==> config.mk <==
export PLATFORM = sky130hd
export DESIGN_NAME = button_debounce_long_hold
export DESIGN_NICKNAME = d
export VERILOG_FILES = /design/src/rtl/bdlh_pkg.sv /design/src/rtl/bdlh_step.sv /design/src/rtl/button_debounce_long_hold.sv
export VERILOG_INCLUDE_DIRS = /design/src /design/src/rtl
export SDC_FILE = /design/constraint.sdc
export NUM_CORES = 1
export LEC_CHECK = 0
export ABC_AREA = 1
export BUFFER_PORTS_ARGS = -buffer_cell sky130_fd_sc_hd__buf_2
export CAP_MARGIN = 20
export CORE_MARGIN = 2
export CORE_UTILIZATION = 58
export CTS_CLUSTER_SIZE = 8
export DETAILED_ROUTE_END_ITERATION = 8
export GPL_TIMING_DRIVEN = 0
export PLACE_DENSITY = 0.82
export SYNTH_ARGS = -nofsm -noshare
export SYNTH_HDL_FRONTEND = slang
export SYNTH_SLANG_ARGS = --single-unit
==> constraint.sdc <==
create_clock -name clock -period 8.2 [get_ports clock]
set_input_delay 0.41 -clock clock [delete_from_list [all_inputs] [get_ports clock]]
set_output_delay 0.41 -clock clock [all_outputs]
set_load 0.05 [all_outputs]
==> src/rtl/button_debounce_long_hold_assert.svh <==
// Assertion macros for the button debouncer RTL.
`ifndef BUTTON_DEBOUNCE_LONG_HOLD_ASSERT_SVH
`define BUTTON_DEBOUNCE_LONG_HOLD_ASSERT_SVH

// Same-cycle implication, disabled while reset is high.
`define BDLH_ASSERT_NOW(label, clk, rst, ante, cons, msg) \
   label: assert property (@(posedge clk) disable iff (rst) (ante) |-> (cons)) \
      else $error(msg);

// Next-cycle implication, disabled while reset is high.
`define BDLH_ASSERT_NEXT(label, clk, rst, ante, cons, msg) \
   label: assert property (@(posedge clk) disable iff (rst) (ante) |=> (cons)) \
      else $error(msg);

`endif

==> src/rtl/bdlh_pkg.sv <==
// Shared types and constants for the button debouncer with long-hold detection.
package bdlh_pkg;

   localparam int unsigned TIME_W = 16;
   localparam int unsigned DEB_W  = 8;
   localparam int unsigned REP_W  = 8;
   localparam int unsigned SRC_W  = 8;
   localparam int unsigned IDX_W  = 3;
   localparam int unsigned CSR_W  = 16;

   localparam logic [IDX_W-1:0] CSR_DEBOUNCE  = 3'd0;
   localparam logic [IDX_W-1:0] CSR_LONG_HOLD = 3'd1;
   localparam logic [IDX_W-1:0] CSR_REPEAT    = 3'd2;
   localparam logic [IDX_W-1:0] CSR_REP_EN    = 3'd3;
   localparam logic [IDX_W-1:0] CSR_SOURCE    = 3'd4;

   localparam logic [DEB_W-1:0]  DEBOUNCE_RST  = 8'd75;
   localparam logic [TIME_W-1:0] LONG_HOLD_RST = 16'd1000;
   localparam logic [REP_W-1:0]  REPEAT_RST    = 8'd200;

   typedef enum logic [1:0] {
      KIND_NONE    = 2'd0,
      KIND_PRESS   = 2'd1,
      KIND_RELEASE = 2'd2,
      KIND_LONG    = 2'd3
   } kind_type;

   typedef struct packed {
      logic [DEB_W-1:0]  debounce_ms;
      logic [TIME_W-1:0] long_hold_ms;
      logic [REP_W-1:0]  repeat_ms;
      logic              repeat_enable;
      logic [SRC_W-1:0]  source_value;
   } cfg_type;

   typedef struct packed {
      kind_type         event_kind;
      logic [SRC_W-1:0] event_value;
      logic             is_active;
      logic             is_long_hold;
   } result_type;

endpackage

==> src/rtl/bdlh_step.sv <==
// Per-poll debounce and long-hold logic with the button state registers.
module bdlh_step import bdlh_pkg::*; (
   input  logic              clock,
   input  logic              reset,
   input  logic              advance,
   input  logic [TIME_W-1:0] now_ms,
   input  logic              pin_level,
   input  cfg_type           cfg,
   output result_type        result
);

   logic [TIME_W-1:0] toggle_time_ff, toggle_time_in;
   logic [TIME_W-1:0] repeat_time_ff, repeat_time_in;
   logic              raw_last_ff, raw_last_in;
   logic              stable_ff, stable_in;
   logic              hold_ff, hold_in;

   logic [TIME_W-1:0] toggle_eff;
   logic [TIME_W-1:0] held;
   logic [TIME_W-1:0] since_rep;
   logic              steady;
   kind_type          kind;

   always_comb begin
      toggle_eff     = (pin_level != raw_last_ff) ? now_ms : toggle_time_ff;
      held           = now_ms - toggle_eff;
      since_rep      = now_ms - repeat_time_ff;
      steady         = held > {{(TIME_W-DEB_W){1'b0}}, cfg.debounce_ms};
      toggle_time_in = toggle_eff;
      repeat_time_in = repeat_time_ff;
      raw_last_in    = pin_level;
      stable_in      = stable_ff;
      hold_in        = hold_ff;
      kind           = KIND_NONE;
      if (steady) begin
         stable_in = pin_level;
         if (pin_level != stable_ff) begin
            if (!pin_level) begin
               repeat_time_in = now_ms;
               kind           = KIND_PRESS;
            end else begin
               toggle_time_in = '0;
               repeat_time_in = '0;
               hold_in        = 1'b0;
               kind           = KIND_RELEASE;
            end
         end else if (!pin_level && (held > cfg.long_hold_ms) &&
                      (since_rep > {{(TIME_W-REP_W){1'b0}}, cfg.repeat_ms})) begin
            hold_in = 1'b1;
            // first long hold always reports, later ones only with repeat on
            if (!hold_ff || cfg.repeat_enable) begin
               kind           = KIND_LONG;
               repeat_time_in = now_ms;
            end
         end
      end
      result.event_kind   = kind;
      result.event_value  = (kind != KIND_NONE) ? cfg.source_value : '0;
      result.is_active    = ~stable_in;
      result.is_long_hold = hold_in;
   end

   always_ff @(posedge clock) begin
      if (reset) begin
         toggle_time_ff <= '0;
         repeat_time_ff <= '0;
         raw_last_ff    <= 1'b1;
         stable_ff      <= 1'b1;
         hold_ff        <= 1'b0;
      end else if (advance) begin
         toggle_time_ff <= toggle_time_in;
         repeat_time_ff <= repeat_time_in;
         raw_last_ff    <= raw_last_in;
         stable_ff      <= stable_in;
         hold_ff        <= hold_in;
      end
   end

endmodule

==> src/rtl/button_debounce_long_hold.sv <==
// Top level: button debouncer with press/release and long-hold events.
//
//   channel  direction  carries
//   req_     in         tdata: now_ms[15:0], pin_level[16], zero pad to 24 bits
//   rsp_     out        tuser: event_kind; tdata: event_value, is_active, is_long_hold
//   csr_     in         csr_index selects register 0..4, csr_data holds its value
//
// One word in and one word out per cycle while rsp_ is not stalled; a word passes the
// input register, then the step logic, then the result register.
// Button state registers update when a word moves into the result register.
// A stalled rsp_ side holds the result; one more word waits in the input register.
// Reset restores the register defaults and the released button state.
`include "button_debounce_long_hold_assert.svh"

module button_debounce_long_hold import bdlh_pkg::*; (
   input  logic              clock,
   input  logic              reset,
   input  logic              req_tvalid,
   output logic              req_tready,
   input  logic [23:0]       req_tdata,   // now_ms[15:0], pin_level[16], zero [23:17]
   output logic              rsp_tvalid,
   input  logic              rsp_tready,
   output logic [15:0]       rsp_tdata,   // event_value[7:0], is_active[8],
                                          // is_long_hold[9], zero [15:10]
   output logic [1:0]        rsp_tuser,   // event_kind[1:0]
   input  logic              csr_valid,
   output logic              csr_ready,
   input  logic [IDX_W-1:0]  csr_index,
   input  logic [CSR_W-1:0]  csr_data
);

   cfg_type           cfg_ff;
   logic              s1_valid_ff;
   logic [TIME_W-1:0] s1_now_ff;
   logic              s1_level_ff;
   logic              rsp_valid_ff;
   result_type        rsp_result_ff;
   result_type        step_result;
   logic              advance;

   assign csr_ready  = 1'b1;
   assign advance    = s1_valid_ff && (!rsp_valid_ff || rsp_tready);
   assign req_tready = !s1_valid_ff || advance;

   always_ff @(posedge clock) begin
      if (reset) begin
         cfg_ff.debounce_ms   <= DEBOUNCE_RST;
         cfg_ff.long_hold_ms  <= LONG_HOLD_RST;
         cfg_ff.repeat_ms     <= REPEAT_RST;
         cfg_ff.repeat_enable <= 1'b0;
         cfg_ff.source_value  <= '0;
      end else if (csr_valid) begin
         unique case (csr_index)
            CSR_DEBOUNCE:  cfg_ff.debounce_ms   <= csr_data[DEB_W-1:0];
            CSR_LONG_HOLD: cfg_ff.long_hold_ms  <= csr_data[TIME_W-1:0];
            CSR_REPEAT:    cfg_ff.repeat_ms     <= csr_data[REP_W-1:0];
            CSR_REP_EN:    cfg_ff.repeat_enable <= csr_data[0];
            CSR_SOURCE:    cfg_ff.source_value  <= csr_data[SRC_W-1:0];
            default: ;
         endcase
      end
   end

   always_ff @(posedge clock) begin
      if (reset) begin
         s1_valid_ff <= 1'b0;
      end else if (req_tready) begin
         s1_valid_ff <= req_tvalid;
      end
   end

   always_ff @(posedge clock) begin
      if (req_tvalid && req_tready) begin
         s1_now_ff   <= req_tdata[TIME_W-1:0];
         s1_level_ff <= req_tdata[TIME_W];
      end
   end

   bdlh_step u_step (
      .clock     (clock),
      .reset     (reset),
      .advance   (advance),
      .now_ms    (s1_now_ff),
      .pin_level (s1_level_ff),
      .cfg       (cfg_ff),
      .result    (step_result)
   );

   always_ff @(posedge clock) begin
      if (reset) begin
         rsp_valid_ff <= 1'b0;
      end else if (advance) begin
         rsp_valid_ff <= 1'b1;
      end else if (rsp_tready) begin
         rsp_valid_ff <= 1'b0;
      end
   end

   always_ff @(posedge clock) begin
      if (advance) begin
         rsp_result_ff <= step_result;
      end
   end

   assign rsp_tvalid = rsp_valid_ff;
   assign rsp_tuser  = rsp_result_ff.event_kind;
   assign rsp_tdata  = {6'd0, rsp_result_ff.is_long_hold, rsp_result_ff.is_active,
                        rsp_result_ff.event_value};

   `BDLH_ASSERT_NEXT(a_advance_fills, clock, reset, advance, rsp_tvalid, "step result lost")
   `BDLH_ASSERT_NOW(a_none_zero, clock, reset, rsp_tvalid && (rsp_tuser == KIND_NONE), rsp_tdata[7:0] == 8'd0, "value on no event")
   `BDLH_ASSERT_NOW(a_hold_active, clock, reset, rsp_tvalid && rsp_tdata[9], rsp_tdata[8], "long hold while released")
   `BDLH_ASSERT_NOW(a_release_clear, clock, reset, rsp_tvalid && (rsp_tuser == KIND_RELEASE), !rsp_tdata[8] && !rsp_tdata[9], "release left flags set")
   `BDLH_ASSERT_NOW(a_long_flags, clock, reset, rsp_tvalid && (rsp_tuser == KIND_LONG), rsp_tdata[8] && rsp_tdata[9], "long hold without flags")

endmodule

After elaboration in Yosys (flattened, before gate mapping)
Cells that the tools add are included.

Muxes and demuxes: 20. Multipliers: 0. Reductions and logical operators: 22. Divide/modulo/power cells: 0. Equality and inequality tests: 6. Shift operators: 0. Add/sub/neg operators: 2. Bitwise logic cells: 1. Order comparisons: 3.

Operator list (count): two-way mux 16 bit (8); greater-than comparator 16 x 8 -> 1 bit (2); subtractor 16 bit (2); greater-than comparator 16 bit (1); two-way mux 2 bit (5); AND reduction 2 bit (5); nonzero test 2 bit (4); two-way mux 1 bit (7); equality test 3 x 2 -> 1 bit (second input constant) (2); logical AND 1 bit (4); logical NOT 1 bit (4); AND reduction 4 bit (1); equality test 3 x 1 -> 1 bit (second input constant) (1); equality test 3 bit (second input constant) (1); logical NOT 3 bit (1); logical OR 1 bit (3); inequality test 1 bit (2); NOT 1 bit (1).

Input port bits: 48. Bits in latches: 0. Bits in read-only memories: 0. Memories kept: 0. Bits in registers: 107. Logic and storage cells: 72. Output and inout port bits: 21. RAM bits: 0.

Logic depth before layout (Yosys ltp)
Word-level depth: 10. Depth in mapped cells: 31. Mapped depth without buffers: 29.

Cells and area by module
From an unflattened synthesis, not the netlist that was laid out.

Cell total of the unflattened synthesis: 1061. Area, all modules: 7353.3 um2.

Modules (own cells, without submodules): bdlh_step (area an instance 4687.0 um2, instances 1, cells each 775, seq. area each 700.7 um2); button_debounce_long_hold (area an instance 2666.3 um2, instances 1, cells each 286, seq. area each 1731.7 um2).

Worst setup path after synthesis
Ideal clock, no wire load.

Path type: reg2reg. Start: register s1_level_ff. End: register u_step.repeat_time_ff[0]. Stages on the path, launching flop included: 26. Arrival: 3.809 ns. Library setup time: 0.113 ns. Path buffers: 2. Period minus slack after synthesis: 3.922 ns. Data required time: 8.087 ns. Path slack: 4.278 ns. Cell sequence: edfxtp_1 > inv_2 > nand2_1 > nand2_1 > clkbuf_1 > nand2_1 > o21ai_0 > ha_1 > a21o_1 > a31oi_1 > o21ai_0 > a21oi_1 > nand3_1 > nand2_1 > inv_1 > ha_1 > nand2_1 > nor4_1 > nand2_1 > a21oi_1 > nand3_1 > nand2_1 > nand3_4 > buf_4 > nor2_1 > nor2_1.

Cells in the longest elaborated chain, start to end: 8. Elaborated cells between the ends (all ways): 14. Classes of those cells: add/sub (1); order compare (2); eq/ne (2); mux (3); reduce/logical (6).

Ends and longest elaborated chain: start, declared (RTL line button_debounce_long_hold.sv:35) `logic s1_level_ff;`; start signal, assigned (RTL line button_debounce_long_hold.sv:75) `s1_level_ff <= req_tdata[TIME_W];`; inequality test 1 bit (RTL line bdlh_step.sv:25) `toggle_eff = (pin_level != raw_last_ff) ? now_ms : toggle_time_ff;`; two-way mux 16 bit (RTL line bdlh_step.sv:25); subtractor 16 bit (RTL line bdlh_step.sv:26) `held = now_ms - toggle_eff;`; greater-than comparator 16 bit (RTL line bdlh_step.sv:47) `end else if (!pin_level && (held > cfg.long_hold_ms) &&`; logical AND 1 bit (2 in series) (RTL line bdlh_step.sv:47); nonzero test 2 bit (no source line); AND reduction 4 bit (no source line); end signal, assigned (RTL line bdlh_step.sv:72) `repeat_time_ff <= repeat_time_in;`; end, declared (RTL line bdlh_step.sv:13) `logic [TIME_W-1:0] repeat_time_ff, repeat_time_in;`.

Several ways; a longest one is shown, not always the timed one. A chain may end at the register's enable or synchronous reset.

Final worst setup path
Start: register s1_level_ff. End: register u_step.repeat_time_ff[13].

Same word-level chain as after synthesis.

==> metrics <==
status=finished, final reports clean; hpwl dp=12.7 mm; Nets=1,151; Max Cap Viol=0; routed length per instance=13.6 µm; CTS tree=yes; RSZ-0062 raised after global routing=no; TNS Setup=0 ns; Cell Rows=39; final max-slew violation count=0; Finished Core Util=66.3%; area grow syn2layout=11.1%; leakage=0.00370 µW; share of power burned in registers=39.6%; Final GP Congestion=0.938; I/O pins=69; post-CTS setup buffers=0; Data arrival, critical path=5.33 ns; switching part of the total=35.9%; peak supply drop=0.161 mV; fin cells=1,192; relative max-transition margin=41.3%; r2r startpoint=s1_level_ff; most common cell after layout, fill and taps aside=nand2_1; Crit. Startpoint=s1_level_ff; WHS Endpoint=s1_now_ff[13]; CP endpoint kind=register; max frequency=198 MHz; PortBufs=54; flops & latches, synth=107; Mapped Cells=974; initial antenna violation count=0; clock skew=0.0141 ns; most frequent cells in the layout=nand2_1 (229), inv_1 (148), nor2_1 (113), a21oi_1 (86), dfxtp_1 (78); TritonRoute pass-1 iters=5; insertion delay to the later sink of the worst-skew pair=0.36 ns; Fillers=1,002; Power Internal=953 µW; Net Sw Power=533 µW; Met3 Wirelength=902 µm; Final ANT Viol Nets=0; Synth cell types=37; Synth Area per Inst=7.02 µm²; Logic pwr share=32.0%; HP Start=req_tdata[13]; Crit path required time=8.48 ns; Worst setup SP type=register; 1st-iter DRT viols=552; Main synth FF type=dfxtp_1; Die Wd=113 µm; number of synthesized flops with an enable pin=29; starting density of the core=59.7%; placed cells=1,176; detailed-route wire length=16.2 mm; clk sinks=107; post-cts hold buffer count=0; worst-margin pin slew=0.874 ns; detailed-route via count=6,356; endpoints failing hold=0; Worst Hold Margin=0.227 ns; Reg-to-Reg End=u_step.repeat_time_ff[13]; R2R setup slack=3.15 ns; H-tree Lvls=3; Vias/cell=5.33; routed length on met1=7.15 mm; Post-route DRC=0; Antenna Cells=0; worst r2r path cells=25; first-pass GRT wire length=26.8 mm; Num CTS Buffers=9; CTS clk-pin slew, worst paths=0.07 ns; hold depth=1; Setup violations, final=0; DR top layer=met4; CP Class=reg -> reg; synthesized cell area=6840 µm²; quantity of gates resized following cts=0; crit path max fanout=10; GRT overflow=0; vias in the first global route=5,862; post-synthesis sequential area ratio=35.6%; Clock Tree Root=clkbuf_16; synth warn=0; HP Class=in -> reg; clock share of power=28.4%; overall routing resource usage=26.3%; share of layout cells above drive strength 1=9.25%; pin count of the biggest net entering global routing=20; metal2 WL=7.67 mm; Power Density=196 nW/µm²; Final period util=61.6%; maximum clock insertion buffer count=2; core area=11,500 µm²; full die area=12,700 µm²; Synth async-reset ratio=0%; Die Y=113 µm; fin crit period=5.05 ns
-- state kept, by name, indices dropped and copies added (netlist names), 2 cells and up --
name,flops
rsp_tuser,2
cfg_ff,41
s1_now_ff,16
u_step.repeat_time_ff,16
rsp_tdata,10
u_step.toggle_time_ff,16
-- logic make-up (layout without fill, tap and decap cells) --
logic type,Yosys count,after routing,synth area share (%)
flops,107,107,35.6
buf+inv,181,251,10.7
xor+xnor,16,16,2.05
compound gates,175,175,13.9
other cells,2,7,0.110
fa+ha+maj,59,59,10.9
simple gates,434,434,26.8
-- layer usage --
layer,up-vias,track usage [%]
met2,198,45.7
met1,2840,33.3
met3,37,4.70
met5,-,0
li1,3281,-
met4,0,8.29
-- synth_stat cells, types with 3 or more instances --
master / instances / share of area, %
inv_1: 148 / 8.1
nand2_2: 3 / 0.27
a21oi_1: 86 / 6.3
a21o_1: 3 / 0.33
nor3_1: 7 / 0.51
xnor2_1: 4 / 0.51
buf_4: 10 / 1.1
nor2_1: 113 / 6.2
edfxtp_1: 29 / 13
o21ai_0: 58 / 4.2
o211ai_1: 16 / 1.8
nand2_1: 229 / 13
dfxtp_1: 78 / 23
a211oi_1: 4 / 0.44
nand2_4: 4 / 0.66
nand3b_1: 6 / 0.66
nor2_2: 4 / 0.37
xor2_1: 12 / 1.5
clkbuf_1: 17 / 0.93
ha_1: 58 / 11
nand4_1: 11 / 1.0
nand3_1: 52 / 3.8
-- power by group through the flow --
stage / registers (µW) / clock network [µW] / logic [µW]
3_3_place_gp: 600 / 0 / 456
3_5_place_dp: 600 / 0 / 467
6_report: 589 / 422 / 475
5_1_grt: 591 / 449 / 544
4_1_cts: 588 / 425 / 470
2_1_floorplan: 607 / 0 / 349
-- worst max-delay path by stage --
| stage | cells after the start | endpoint | slack (ns) |
|---|---|---|---|
| final | 25 | u_step.repeat_time_ff[13] | 3.15 |
| after global routing | 26 | u_step.repeat_time_ff[3] | 2.82 |
| after CTS | 25 | u_step.repeat_time_ff[11] | 3.25 |
| after detailed placement | 24 | u_step.repeat_time_ff[9] | 3.28 |
| after global placement | 24 | u_step.repeat_time_ff[10] | 3.30 |
| after floorplan | 25 | u_step.repeat_time_ff[0] | 4.28 |
-- cell type report --
cell class	count	area (µm²)	area share, %
flip-flops and latches	107	2430	32.0
well taps	143	179	2.36
plain buffers	31	169	2.22
inverters	150	563	7.41
clock buffers	10	229	3.01
clock inverters	6	60.1	0.791
repair buffers	54	270	3.56
multi-input cells	691	3690	48.6
-- critical path, cell delays in order (launching register included) --
cell,delay [ns]
edfxtp_1,0.48
inv_2,0.19
nand2_1,0.11
nand2_1,0.15
clkbuf_1,0.34
o21ai_0,0.21
ha_1,0.42
a21o_1,0.23
a31oi_1,0.28
o21ai_0,0.13
a21oi_1,0.17
nand3_1,0.10
nand2_1,0.14
inv_1,0.06
ha_1,0.26
nand2_1,0.08
nor4_1,0.43
nand2_1,0.10
a21oi_1,0.24
nand3_1,0.12
nand2_1,0.14
nand3_4,0.12
buf_4,0.22
nand2_1,0.06
nand2_1,0.05
nor2_1,0.13
-- through the flow --
step | total power (µW) | setup slack [ns] | cell area, µm²
3_5_place_dp | 1070 | 3.28 | 7310
3_3_place_gp | 1060 | 3.30 | 7310
4_1_cts | 1480 | 3.25 | 7600
2_1_floorplan | 956 | 4.28 | 6860
5_1_grt | 1580 | 2.82 | 7600
6_report | 1490 | 3.15 | 7600
No activity file was read; power rests on OpenSTA's default activity.
